File: config.mk
export PLATFORM = sky130hd
export DESIGN_NAME = searchable_stack_engine_core
export DESIGN_NICKNAME = d
export VERILOG_FILES = /design/src/sse_pkg.sv /design/src/searchable_stack_engine_core.sv
export VERILOG_INCLUDE_DIRS = /design/src /design/src/src
export SDC_FILE = /design/constraint.sdc
export NUM_CORES = 1
export LEC_CHECK = 0
export ABC_AREA = 0
export BUFFER_PORTS_ARGS = -buffer_cell sky130_fd_sc_hd__buf_4
export CAP_MARGIN = 5
export CORE_AREA = 2 2 300 213
export CTS_BUF_LIST = sky130_fd_sc_hd__clkbuf_16
export DETAILED_ROUTE_END_ITERATION = 12
export DIE_AREA = 0 0 302 215
export PLACE_DENSITY = 0.71
export SYNTH_ARGS = -nofsm -noshare
export SYNTH_HDL_FRONTEND = slang
export SYNTH_SLANG_ARGS = --single-unit
File: constraint.sdc
create_clock -name clk_i -period 8.9 [get_ports clk_i]
set_input_delay 0.89 -clock clk_i [delete_from_list [all_inputs] [get_ports clk_i]]
set_output_delay 0.89 -clock clk_i [all_outputs]
set_load 0.02 [all_outputs]
File: src/searchable_stack_engine_core_assert.svh
// Assertion macros for the searchable stack engine.
// Depends on nothing; the including module provides clk_i and rst_ni.
`ifndef SEARCHABLE_STACK_ENGINE_CORE_ASSERT_SVH
`define SEARCHABLE_STACK_ENGINE_CORE_ASSERT_SVH

// Check a property at every clock edge outside reset.
`define SSE_ASSERT(lbl, prop, msg) \
  lbl: assert property (@(posedge clk_i) disable iff (!rst_ni) (prop)) else $error(msg);

// Check a property at every clock edge, reset included.
`define SSE_ASSERT_ALWAYS(lbl, prop, msg) \
  lbl: assert property (@(posedge clk_i) (prop)) else $error(msg);

`endif

File: src/sse_pkg.sv
// Shared codes and field widths of the searchable stack engine.
// No dependencies; used by searchable_stack_engine_core.
package sse_pkg;

  // Operation codes
  localparam logic [2:0] OP_PUSH    = 3'd0;
  localparam logic [2:0] OP_SEARCH  = 3'd1;
  localparam logic [2:0] OP_MODIFY  = 3'd2;
  localparam logic [2:0] OP_DELETE  = 3'd3;
  localparam logic [2:0] OP_DISPLAY = 3'd4;

  // Status codes
  localparam logic [1:0] ST_OK        = 2'd0;
  localparam logic [1:0] ST_NOT_FOUND = 2'd1;
  localparam logic [1:0] ST_EMPTY     = 2'd2;
  localparam logic [1:0] ST_FULL      = 2'd3;

  // Field widths
  localparam int unsigned OP_W    = 3;
  localparam int unsigned FIELD_W = 32;
  localparam int unsigned DEPTH_W = 4;
  localparam int unsigned IN_W    = 72;
  localparam int unsigned OUT_W   = 40;

endpackage

File: src/searchable_stack_engine_core.sv
// Searchable stack engine: bounded stack with push, search, modify, delete, display.
// Depends on sse_pkg and searchable_stack_engine_core_assert.svh.
//
// One operation per input transfer; the block takes a new transfer only when the
// previous one is finished, while its last result may still wait in the output
// register. Push and unused codes finish in the decode state. Search and modify scan
// entries from the top; delete then moves each entry above the hit down to close
// the gap; display reads every entry from the top. Each entry is read through the
// registered read port of the entry memory, then compared or output. Stack full,
// stack empty and key not found each give one result with tlast set.
`include "searchable_stack_engine_core_assert.svh"

module searchable_stack_engine_core #(
  parameter int unsigned STACK_DEPTH = 16,
  parameter int unsigned WORD_WIDTH  = 32
) (
  input  logic                         clk_i,
  input  logic                         rst_ni,
  // tdata: operation[2:0], value[34:3], replacement[66:35], zero[71:67]
  input  logic                         s_axis_tvalid_i,
  output logic                         s_axis_tready_o,
  input  logic [sse_pkg::IN_W-1:0]     s_axis_tdata_i,
  // tdata: data[31:0], depth_from_top[35:32], zero[39:36]
  output logic                         m_axis_tvalid_o,
  input  logic                         m_axis_tready_i,
  output logic [sse_pkg::OUT_W-1:0]    m_axis_tdata_o,
  // tuser: status[1:0]
  output logic [1:0]                   m_axis_tuser_o,
  output logic                         m_axis_tlast_o
);

  localparam int unsigned IW = (STACK_DEPTH > 1) ? $clog2(STACK_DEPTH) : 1;
  localparam int unsigned OW = $clog2(STACK_DEPTH + 1);

  // Sequencer states
  localparam logic [2:0] S_IDLE = 3'd0;
  localparam logic [2:0] S_DEC  = 3'd1;
  localparam logic [2:0] S_SRD  = 3'd2;
  localparam logic [2:0] S_SCMP = 3'd3;
  localparam logic [2:0] S_MRD  = 3'd4;
  localparam logic [2:0] S_MWR  = 3'd5;
  localparam logic [2:0] S_DRD  = 3'd6;
  localparam logic [2:0] S_DOUT = 3'd7;

  logic [2:0]            state_q, state_d;
  logic [2:0]            op_q, op_d;
  logic [WORD_WIDTH-1:0] key_q, key_d;
  logic [WORD_WIDTH-1:0] repl_q, repl_d;
  logic [OW-1:0]         occ_q, occ_d;
  logic [IW-1:0]         ptr_q, ptr_d;
  logic [IW-1:0]         cnt_q, cnt_d;

  // Entry memory
  logic [WORD_WIDTH-1:0] mem [STACK_DEPTH];
  logic [WORD_WIDTH-1:0] rdata_q;
  logic                  mem_we;
  logic [IW-1:0]         mem_waddr;
  logic [WORD_WIDTH-1:0] mem_wdata;
  logic [IW-1:0]         mem_raddr;

  // Output register
  logic                  out_valid_q;
  logic [1:0]            out_status_q;
  logic [31:0]           out_data_q;
  logic [3:0]            out_depth_q;
  logic                  out_last_q;
  logic                  out_free;
  logic                  emit;
  logic [1:0]            emit_status;
  logic [31:0]           emit_data;
  logic [IW-1:0]         emit_depth;
  logic                  emit_last;

  logic                  in_xfer;
  logic [WORD_WIDTH+31:0] value_ext;
  logic [WORD_WIDTH+31:0] repl_ext;
  logic [WORD_WIDTH+31:0] rdata_ext;
  logic [IW+3:0]         depth_ext;
  logic [OW-1:0]         occ_m1;
  logic [OW-1:0]         ptr_ext;
  logic [OW-1:0]         match_depth;
  logic                  hit;

  assign s_axis_tready_o = (state_q == S_IDLE);
  assign in_xfer         = s_axis_tvalid_i && s_axis_tready_o;
  assign out_free        = !out_valid_q || m_axis_tready_i;

  // Fit the 32-bit fields to the word width and the stored word back to 32 bits
  assign value_ext = {{WORD_WIDTH{s_axis_tdata_i[34]}}, s_axis_tdata_i[34:3]};
  assign repl_ext  = {{WORD_WIDTH{s_axis_tdata_i[66]}}, s_axis_tdata_i[66:35]};
  assign rdata_ext = {{32{rdata_q[WORD_WIDTH-1]}}, rdata_q};
  assign depth_ext = {4'b0000, emit_depth};

  assign occ_m1      = occ_q - OW'(1);
  assign ptr_ext     = OW'(ptr_q);
  assign match_depth = occ_m1 - ptr_ext;
  assign hit         = (rdata_q == key_q);

  // Sequencer
  always_comb begin
    state_d     = state_q;
    op_d        = op_q;
    key_d       = key_q;
    repl_d      = repl_q;
    occ_d       = occ_q;
    ptr_d       = ptr_q;
    cnt_d       = cnt_q;
    mem_we      = 1'b0;
    mem_waddr   = ptr_q;
    mem_wdata   = rdata_q;
    mem_raddr   = ptr_q;
    emit        = 1'b0;
    emit_status = sse_pkg::ST_OK;
    emit_data   = '0;
    emit_depth  = '0;
    emit_last   = 1'b1;
    unique case (state_q)
      S_IDLE: begin
        if (in_xfer) begin
          op_d    = s_axis_tdata_i[2:0];
          key_d   = value_ext[WORD_WIDTH-1:0];
          repl_d  = repl_ext[WORD_WIDTH-1:0];
          state_d = S_DEC;
        end
      end
      S_DEC: begin
        ptr_d = occ_m1[IW-1:0];
        cnt_d = '0;
        if (op_q > sse_pkg::OP_DISPLAY) begin
          state_d = S_IDLE;
        end else if (op_q == sse_pkg::OP_PUSH) begin
          if (out_free) begin
            emit    = 1'b1;
            state_d = S_IDLE;
            if (occ_q == OW'(STACK_DEPTH)) begin
              emit_status = sse_pkg::ST_FULL;
            end else begin
              mem_we    = 1'b1;
              mem_waddr = occ_q[IW-1:0];
              mem_wdata = key_q;
              occ_d     = occ_q + OW'(1);
            end
          end
        end else if (occ_q == '0) begin
          if (out_free) begin
            emit        = 1'b1;
            emit_status = sse_pkg::ST_EMPTY;
            state_d     = S_IDLE;
          end
        end else if (op_q == sse_pkg::OP_DISPLAY) begin
          state_d = S_DRD;
        end else begin
          state_d = S_SRD;
        end
      end
      S_SRD: begin
        state_d = S_SCMP;
      end
      S_SCMP: begin
        if (hit) begin
          if (out_free) begin
            emit       = 1'b1;
            emit_data  = rdata_ext[31:0];
            emit_depth = match_depth[IW-1:0];
            case (op_q)
              sse_pkg::OP_MODIFY: begin
                mem_we    = 1'b1;
                mem_wdata = repl_q;
                state_d   = S_IDLE;
              end
              sse_pkg::OP_DELETE: begin
                if (ptr_ext == occ_m1) begin
                  occ_d   = occ_m1;
                  state_d = S_IDLE;
                end else begin
                  state_d = S_MRD;
                end
              end
              default: state_d = S_IDLE;
            endcase
          end
        end else if (ptr_q == '0) begin
          if (out_free) begin
            emit        = 1'b1;
            emit_status = sse_pkg::ST_NOT_FOUND;
            state_d     = S_IDLE;
          end
        end else begin
          ptr_d   = ptr_q - IW'(1);
          state_d = S_SRD;
        end
      end
      // Close the gap: move each entry above the deleted one down by one
      S_MRD: begin
        mem_raddr = ptr_q + IW'(1);
        state_d   = S_MWR;
      end
      S_MWR: begin
        mem_we = 1'b1;
        ptr_d  = ptr_q + IW'(1);
        if (ptr_ext + OW'(2) == occ_q) begin
          occ_d   = occ_m1;
          state_d = S_IDLE;
        end else begin
          state_d = S_MRD;
        end
      end
      S_DRD: begin
        state_d = S_DOUT;
      end
      S_DOUT: begin
        if (out_free) begin
          emit       = 1'b1;
          emit_data  = rdata_ext[31:0];
          emit_depth = cnt_q;
          emit_last  = (ptr_q == '0);
          if (ptr_q == '0) begin
            state_d = S_IDLE;
          end else begin
            ptr_d   = ptr_q - IW'(1);
            cnt_d   = cnt_q + IW'(1);
            state_d = S_DRD;
          end
        end
      end
      default: state_d = S_IDLE;
    endcase
  end

  // Control registers
  always_ff @(posedge clk_i or negedge rst_ni) begin
    if (!rst_ni) begin
      state_q     <= S_IDLE;
      occ_q       <= '0;
      out_valid_q <= 1'b0;
    end else begin
      state_q <= state_d;
      occ_q   <= occ_d;
      if (emit) begin
        out_valid_q <= 1'b1;
      end else if (m_axis_tready_i) begin
        out_valid_q <= 1'b0;
      end
    end
  end

  // Payload registers
  always_ff @(posedge clk_i) begin
    op_q   <= op_d;
    key_q  <= key_d;
    repl_q <= repl_d;
    ptr_q  <= ptr_d;
    cnt_q  <= cnt_d;
    if (emit) begin
      out_status_q <= emit_status;
      out_data_q   <= emit_data;
      out_depth_q  <= depth_ext[3:0];
      out_last_q   <= emit_last;
    end
  end

  // Write and read the entry memory
  always_ff @(posedge clk_i) begin
    if (mem_we) begin
      mem[mem_waddr] <= mem_wdata;
    end
    rdata_q <= mem[mem_raddr];
  end

  assign m_axis_tvalid_o = out_valid_q;
  assign m_axis_tdata_o  = {4'b0000, out_depth_q, out_data_q};
  assign m_axis_tuser_o  = out_status_q;
  assign m_axis_tlast_o  = out_last_q;

  // Checks
  `SSE_ASSERT(a_occ_bound, occ_q <= OW'(STACK_DEPTH), "occupancy exceeds stack depth")
  `SSE_ASSERT(a_emit_free, emit |-> out_free, "result loaded over an untaken result")
  `SSE_ASSERT(a_occ_step, 1'b1 |=> ($stable(occ_q) || occ_q == $past(occ_q) + OW'(1) || occ_q == $past(occ_q) - OW'(1)), "occupancy moved by more than one")
  `SSE_ASSERT(a_err_last, (out_valid_q && out_status_q != sse_pkg::ST_OK) |-> out_last_q, "error result without tlast")

endmodule

* Yosys cells after proc, flatten, opt, wreduce, memory -nomap -nowiden
Memory sizes are Yosys's and may differ from the RTL's. A register that Yosys moved wholly into a read port is not among the register bits. Index checks and enable logic that the tools add are counted.
Operators by class: $add $sub $neg 7, magnitude comparators 1, equal/unequal tests 28, mux-type cells 82, reductions and logical operators 17
Operators by type and width (count):
- $mux W32 | 9
- $pmux W32 S2 | 2
- $mux W4 | 14
- $mux W5 | 9
- $mux W3 | 14
- $eq A32 B32 Y1 | 1
- $pmux W3 S8 | 1
- $ne A2 B2 Y1 const B | 11
- $mux W1 | 20
- $pmux W4 S2 | 2
- $pmux W4 S4 | 1
- $eq A3 B3 Y1 const B | 5
- $pmux W5 S3 | 1
- $eq A3 B2 Y1 const B | 4
- $mux W2 | 6
- $reduce_and A10 Y1 | 1
- $reduce_and A3 Y1 | 3
- $add A4 B1 Y4 const B | 2
- $logic_not A3 Y1 | 2
- $pmux W1 S3 | 2
- $add A4 B2 Y5 const B | 1
- $add A5 B1 Y5 const B | 1
- $eq A4 B5 Y1 | 1
- $eq A5 B5 Y1 | 1
- other kinds (18) | 21
Storage, ports and cells: register bits 123, memory bits (writable) 512, input port bits 76, output and inout bits 45, logic and storage cells 148, memories kept 1
Memories:
- mem | depth 16, bits a word 32, read ports 1, clocked after memory_dff 1, write ports 1, line searchable_stack_engine_core.sv:54 | logic [WORD_WIDTH-1:0] mem [STACK_DEPTH];

* Logic depth before layout (Yosys ltp)
Gate-level depths: netlist of run 1.
word-level depth 8, mapped depth 11, mapped depth without buffers 9

* Worst setup path after synthesis of run 1
No wires, ideal clock.
path type flip-flop to flip-flop, from register occ_q[0], to register out_last_q (netlist: m_axis_tlast_o), enable pin, library setup time 448 ps, data arrival time 3681 ps, data required time 8452 ps, slack 4771 ps, cell stages (with the launch flop) 8, buffers on the path 1, clock period less this slack 4129 ps, cells stage by stage dfrtp_1 -> buf_2 -> inv_1 -> ha_1 -> or4b_2 -> a21boi_0 -> o21ai_0 -> a21oi_1
Between the ends: cells in the longest elaborated chain, start to end 5
Ends and longest elaborated chain:
- from (decl) | line searchable_stack_engine_core.sv:49 | logic [OW-1:0] occ_q, occ_d;
- from (signal assigned) | line searchable_stack_engine_core.sv:234 | occ_q <= '0;
- from (signal assigned) | line searchable_stack_engine_core.sv:238 | occ_q <= occ_d;
- $logic_not A5 Y1 | line searchable_stack_engine_core.sv:144 | end else if (occ_q == '0) begin
- $mux W1 | line searchable_stack_engine_core.sv:144
- $mux W1 | line searchable_stack_engine_core.sv:131 | end else if (op_q == sse_pkg::OP_PUSH) begin
- $mux W1 | line searchable_stack_engine_core.sv:129 | if (op_q > sse_pkg::OP_DISPLAY) begin
- $pmux W1 S3 | line searchable_stack_engine_core.sv:117 | unique case (state_q)
- named net emit | line searchable_stack_engine_core.sv:68 | logic emit;
- to (signal assigned) | line searchable_stack_engine_core.sv:258 | out_last_q <= emit_last;
- to (decl) | line searchable_stack_engine_core.sv:66 | logic out_last_q;
The timed path passes the listed nets, and every way through them passes these cells. A chain may end at the register's enable or synchronous reset.

* Worst setup path after layout of run 1
from register rdata_q[0], read port of mem, to memory mem[15][7], enable pin
Between the ends: cells in the longest elaborated chain, start to end 5
Ends and longest elaborated chain:
- from (decl) | line searchable_stack_engine_core.sv:55 | logic [WORD_WIDTH-1:0] rdata_q;
- $eq A32 B32 Y1 | line searchable_stack_engine_core.sv:97 | assign hit = (rdata_q == key_q);
- $mux W1 | line searchable_stack_engine_core.sv:160 | if (hit) begin
- $pmux W1 S3 | line searchable_stack_engine_core.sv:117
- $mux W1 | line searchable_stack_engine_core.sv:264 | if (mem_we) begin
- $mux W1 (implied by the code) | line searchable_stack_engine_core.sv:265 | mem[mem_waddr] <= mem_wdata;
- to (decl) | line searchable_stack_engine_core.sv:54
Every way passes these cells.

==> reports/metrics.yaml, run 1 <==
synth:
  post-synth-top-area-cell: "edfxtp_1"
  synth_edf_count: 626
  syn_area_um2: 27700
  synth-async-reset-ratio: 0.0135
  ys_warn_count: 0
  synth_area_leaders: "edfxtp_1 (68%), mux4_2 (5.3%), nand3_1 (3.7%)"
  yosysTopAreaCellShare: 0.678
  syn-mean-instance-area_um2: 15.2
  synth-seq-cells: 667
  synth_cells: 1823
  synthFlopType: "edfxtp_1"
  yosysSeqAreaShare: 0.709
  ys_types: 68
critical_path:
  end_kind: "register"
  crit_path_start_kind: "register"
  cp_max_fo: 19
  cp_slowest_stage_delay_ns: 0.81
  r2r_slack_ns: 4.54
  critPathSlowestCell: "nor4_1"
  cpMostUsedCell: "nor4_1"
  cpLargestDelayFamily: "simple AND/OR/NAND/NOR gates"
  path_class: "register to register"
  worst-path-buf-inv: 1
  arrival_ns: 4.61
  crit_required_ns: 9.15
  crit_path_cell_trace: "xor2_1, nor4_1, nand4_1, nor4_1, o22ai_1, nor2_4, buf_4"
sta:
  setup_viol: 0
  min_period_ns: 4.36
  period_share: 0.490
  maxSlewViolCount: 0
  tightest_slew_ns: 1.26
  fin_tns_setup_ns: 0
  hold_viol: 0
  fin_skew_ns: 0.0210
  fin_hold_ws_ns: 0.105
  fmax_ghz: 0.229
  layout_setup_ws_ns: 4.54
  rsz0062_at_grt: "false"
  maxSlewHeadroom: 0.162
power:
  p_leak_nw: 10.3
  total_power_mw: 11.8
  vdd_drop_max_mv: 0.430
  powerDensity_nw_per_um2: 373
placed_design:
  placed_cells: 2661
  numPortBuffers: 111
  dp_hpwl_um: 41000
  place_ws_ns: 4.65
  gp_congestion: 0.921
  placed_area_um2: 29500
finish:
  area_growth_pct: 13.9
  layout.nets: 1990
  fin_area_um2: 31600
  layoutNonFillerInstCount: 2780
  layout-drive-gt1-share: 0.180
  n_antenna_cell: 0
  post-route-util: 0.506
detailed_routing:
  wl_per_cell_um: 26.1
  via_count: 17700
  drtIter0Drc: 2330
  viasPerCell: 6.36
  drt_pre_antenna_iters: 8
  wirelength_um: 72600
  ant_nets: 0
  drc: 0
floorplan:
  die_h_um: 215
  rows: 77
  core_um2: 62300
  die_width_um: 302
  start_util: 0.445
  io_pins: 121
  die_area_um2: 64900
grt:
  antenna_found_initial: 0
  grt.overflow.total: 0
  grt_max_degree: 130
  grt_pass1_wl_um: 108000
  grt_pass1_vias: 16800
  grtUsageTotal: 0.222
clock_network:
  cts_buffer_depth: 3
  cts_tree: "done"
  cts_made_buffers: 66
  clock-sinks: 667
  root_buffer: "clkbuf_16"
  cts_htree_levels: 3
  cts_setup_buffers: 0
  clk_latency_ns: 0.61
  ctsHoldBuffers: 0
  clkTransAtPathRegs_ns: 0.06
  cts-resized-gates: 0
flow_run:
  cap_violations: 0
worst_hold_path:
  hold_class: "input pin to async pin"
outcome:
  outcome: "finished clean"
==> area by class of cell <==
type                    count  area (um^2)
fillers                  5052        30800
flip-flops and latches    667        19700
multi-input cells        1001         7640
clock buffers              67         1680
repair buffers            155         1180
well taps                 829         1040
clock inverters            51          319
inverters                  10         37.5
==> where the power goes <==
| group | internal (mW) | leakage, nW | switching, mW |
|---|---|---|---|
| Combinational | 1.54 | 3.18 | 3.03 |
| Clock | 1.43 | 1.04 | 1.16 |
| Sequential | 4.25 | 6.05 | 0.347 |
==> cells in the mapped netlist, drive strengths merged (2+ instances only) <==
cell	count
o21ai	39
nand2b	3
or3	4
nor2b	5
mux2i	3
a221oi	62
mux2	3
and3	5
mux4	65
dfxtp	32
inv	9
and2	38
xor2	38
a41oi	20
dfrtp	9
nand3b	2
a21oi	116
buf	44
nor3	17
nand4	3
nor3b	5
o2bb2ai	32
a31oi	6
o31ai	7
a22oi	96
ha	12
nand2	78
nor2	34
and4b	14
xnor2	18
o22ai	36
nor4	10
edfxtp	626
nand3	203
clkbuf	104
==> per-layer routing <==
| metal | track usage | share of wire | vias to the layer above |
|---|---|---|---|
| met5 | 0 | 0 | - |
| met2 | 0.313 | 0.43 | 1165 |
| li1 | - | - | 7490 |
| met1 | 0.338 | 0.41 | 8903 |
| met3 | 0.0624 | 0.13 | 130 |
| met4 | 0.0551 | 0.021 | 0 |
==> worst reg2reg max path: cells and delay by family (launching register included) <==
| kind | cells | cell delay [ns] |
|---|---|---|
| xor+xnor | 1 | 0.13 |
| simple gates | 4 | 2.31 |
| buf+inv | 1 | 0.51 |
| flops | 1 | 0.60 |
| compound gates | 1 | 0.45 |
==> layout by cell type (no fill, tap or decap), types with 13 or more instances in the layout <==
cell       synthesis  layout
nor2_4             0      17
edfxtp_1         626     626
and2_1            38      36
nand2_1           78      78
a21oi_1          116     115
nor2_1            33      15
nand3_1          203     203
dfxtp_1           32      32
a221oi_1          62      62
o21ai_0           23      23
mux4_2            65      65
clkbuf_16          0      67
clkinv_1           1      15
xor2_1            38      38
a22oi_1           96      96
o21ai_1           16      15
a41oi_1           20      20
inv_1              9      26
nor3_1            15      15
o2bb2ai_1         32      32
o22ai_1           36      36
and4b_1           14      14
buf_4              8     153
xnor2_1           17      13
==> cells by family after synthesis <==
kind of cell               after synthesis  share of synthesized area
AOI/OAI and AO/OA                      429                      0.107
xor gates and xnor gates                57                     0.0188
buffers and inverters                  158                     0.0236
other                                    1                   0.000135
muxes                                   71                     0.0551
adders and majority gates               13                    0.00614
DFF                                    667                      0.709
and+or+nand+nor                        427                     0.0802
==> state kept, by name, summed over array words and instances (netlist names), 2 cells and up <==
signal,count
mem,512
key_q,32
out_data_q,32
rdata_q,32
repl_q,32
occ_q,5
cnt_q,4
out_depth_q,4
ptr_q,4
op_q,3
state_q,3
m_axis_tuser_o,2
==> worst paths after layout <==
| kind | start | depth (start not counted) | end |
|---|---|---|---|
| worst max-delay path | rdata_q[0]$_DFF_P_ | 7 | mem[15][7]$_DFFE_PP_ |
| worst min-delay path | rst_ni | 1 | state_q[1]$_DFFE_PN0P_ |
| worst max register to register | rdata_q[0]$_DFF_P_ | 7 | mem[15][7]$_DFFE_PP_ |
| worst min register to register | cnt_q[0]$_SDFFCE_PN0P_ | 1 | cnt_q[0]$_SDFFCE_PN0P_ |
| max in group asynchronous | rst_ni | 1 | state_q[1]$_DFFE_PN0P_ |
| min in group clk_i | s_axis_tdata_i[43] | 1 | repl_q[8]$_DFFE_PP_ |
Note: power is estimated with default switching activity, not from simulation.
==> run 2, diff against run 1 <==
- ABC_AREA: 0 -> 1
- clock period: 8.9 -> 4.09 ns (I/O delays scaled with it)
==> reports/metrics.yaml, run 2 <==
outcome:
  outcome: "finished clean"
clock_network:
  cts_made_buffers: 56
  root_buffer: "clkbuf_16"
  ctsHoldBuffers: 68
  cts_buffer_depth: 3
  cts_tree: "done"
  cts_htree_levels: 2
  cts_setup_buffers: 0
  clkTransAtPathRegs_ns: 0.07
  clock-sinks: 667
  cts-resized-gates: 0
  clk_latency_ns: 0.61
grt:
  grt.overflow.total: 0
  grt_pass1_vias: 18200
  grt_pass1_wl_um: 106000
  grt_max_degree: 191
  grtUsageTotal: 0.210
  antenna_found_initial: 0
critical_path:
  path_class: "register to register"
  crit_required_ns: 4.40
  crit_path_start_kind: "register"
  crit_path_cell_trace: "xnor2_1, nand2_1, nor2_1, nand2_1, nor2_2, nand3_2, o21ai_1, nand3_1, nor2_4, buf_12"
  critPathSlowestCell: "nor2_4"
  arrival_ns: 4.19
  worst-path-buf-inv: 1
  cp_max_fo: 14
  cp_slowest_stage_delay_ns: 0.55
  cpMostUsedCell: "nand2_1"
  cpLargestDelayFamily: "simple AND/OR/NAND/NOR gates"
  end_kind: "register"
power:
  p_leak_nw: 10.9
  switching_share: 0.397
  power_frac_seq: 0.401
  powerDensity_nw_per_um2: 804
  clockPowerShare: 0.205
  intPower_mw: 15.5
  pwr-share-comb: 0.394
  vdd_drop_max_mv: 0.762
  p_switching_mw: 10.2
detailed_routing:
  met2_length_um: 31500
  wl_per_cell_um: 21.2
  wirelength_um: 69200
  viasPerCell: 5.80
  drc: 0
  via_count: 18900
  m1WireLength_um: 29800
  dr.max_layer_used: "met4"
  met3WireLength_um: 6090
  drtIter0Drc: 2623
  ant_nets: 0
  drt_pre_antenna_iters: 6
floorplan:
  rows: 77
  io_pins: 121
  die_width_um: 302
  start_util: 0.443
  die_h_um: 215
  die_area_um2: 64900
  core_um2: 62300
finish:
  n_antenna_cell: 0
  final_cell_mix: "edfxtp_1 (626), nor2_1 (285), o21ai_0 (236)"
  post-route-util: 0.513
  layoutNonFillerInstCount: 3258
  mostFrequentLayoutCell: "edfxtp_1"
  area_growth_pct: 15.8
  layout.nets: 2470
  largest_reg_flops: 512
  largest-register: "mem"
  num-fill-cells: 4987
  layout-drive-gt1-share: 0.120
synth:
  syn_area_um2: 27600
  synthMostInstantiatedCell: "edfxtp_1"
  ys_warn_count: 0
  yosysSeqAreaShare: 0.712
  synth_area_leaders: "edfxtp_1 (68%), o21ai_0 (4.3%), nor2_1 (4.1%)"
  synth_edf_count: 626
  ys_types: 44
  post-synth-top-area-cell: "edfxtp_1"
  synth_common_cells: "edfxtp_1 (626), nor2_1 (302), o21ai_0 (236)"
  synth_cells: 2231
  synth-async-reset-ratio: 0.0135
  synthFlopType: "edfxtp_1"
  yosysTopAreaCellShare: 0.681
  syn-mean-instance-area_um2: 12.4
  synth-seq-cells: 667
sta:
  setup_viol: 0
  rsz0062_at_grt: "false"
  fin_skew_ns: 0.0216
  fin_hold_ws_ns: 0.169
  min_period_ns: 3.88
  fin_tns_setup_ns: 0
  maxSlewViolCount: 0
  tightest_slew_ns: 1.26
  fmax_ghz: 0.258
  hold_viol: 0
  layout_setup_ws_ns: 0.208
  period_share: 0.949
  maxSlewHeadroom: 0.157
placed_design:
  placed_cells: 3084
  place_ws_ns: 0.371
  gp_congestion: 0.896
  numPortBuffers: 111
  dp_hpwl_um: 40900
worst_hold_path:
  hold_class: "input pin to async pin"
flow_run:
  cap_violations: 0
==> run 2: cell types whose count changed in the layout (fill, tap and decap cells not counted), moves of 77 or more <==
cell | previous run | this run
nor2_1 | 15 | 285
nand2_1 | 78 | 209
nand3_1 | 203 | 77
a22oi_1 | 96 | 1
o21ai_1 | 15 | 111
o211ai_1 | 0 | 81
o21ai_0 | 23 | 236
a21oi_1 | 115 | 38
==> run 2: through the flow <==
step / area [um^2] / total power, mW
2_1_floorplan: 27600 / 17.1
3_3_place_gp: 29500 / 19.9
3_5_place_dp: 29500 / 20.4
4_1_cts: 32000 / 25.7
5_1_grt: 32000 / 27.1
6_report: 32000 / 25.7
==> run 2: logic make-up (layout without fill, tap and decap cells) <==
kind of cell | after synthesis | after routing | share of synthesized area
XOR/XNOR | 39 | 39 | 0.0124
other | 1 | 4 | 0.000136
flip-flops | 667 | 667 | 0.712
adder cells (fa/ha/maj) | 13 | 13 | 0.00616
AO/OA/AOI/OAI | 598 | 598 | 0.128
AND/OR/NAND/NOR | 676 | 676 | 0.101
buffers and inverters | 237 | 432 | 0.0399
==> run 2: worst paths after layout <==
check / cells after the start / slack [ns] / from / to
min in group clk_i: 4 / 0.20 / m_axis_tready_i / state_q[0]$_DFFE_PN0P_
setup reg to reg: 10 / 0.21 / key_q[30]$_DFFE_PP_ / mem[6][13]$_DFFE_PP_
setup / recovery: 10 / 0.21 / key_q[30]$_DFFE_PP_ / mem[6][13]$_DFFE_PP_
max in group asynchronous: 2 / 3.77 / rst_ni / m_axis_tvalid_o$_DFFE_PN0P_
hold reg to reg: 2 / 0.58 / occ_q[4]$_DFFE_PN0P_ / occ_q[4]$_DFFE_PN0P_
hold / removal: 2 / 0.17 / rst_ni / occ_q[0]$_DFFE_PN0P_
==> run 2: routing by layer <==
layer,global-route usage,vias up
li1,-,8477
met1,0.315,9341
met2,0.323,946
met3,0.0315,144
met4,0.0526,0
met5,0,-
==> run 2: cell type report <==
cell class / instances / area [um^2] / area share
clock buffer: 57 / 1430 / 0.0446
inverter: 93 / 355 / 0.0111
sequential: 667 / 19700 / 0.615
tap: 829 / 1040 / 0.0324
multi-input combinational: 1330 / 7030 / 0.220
timing repair buffer: 233 / 2090 / 0.0655
clock inverter: 49 / 380 / 0.0119
==> run 2: power by group through the flow <==
stage | clock network, mW | logic (mW) | registers, mW
4_1_cts | 5.34 | 10.1 | 10.3
3_5_place_dp | 0 | 9.94 | 10.4
5_1_grt | 5.62 | 11.1 | 10.4
3_3_place_gp | 0 | 9.53 | 10.4
6_report | 5.26 | 10.1 | 10.3
2_1_floorplan | 0 | 6.71 | 10.4
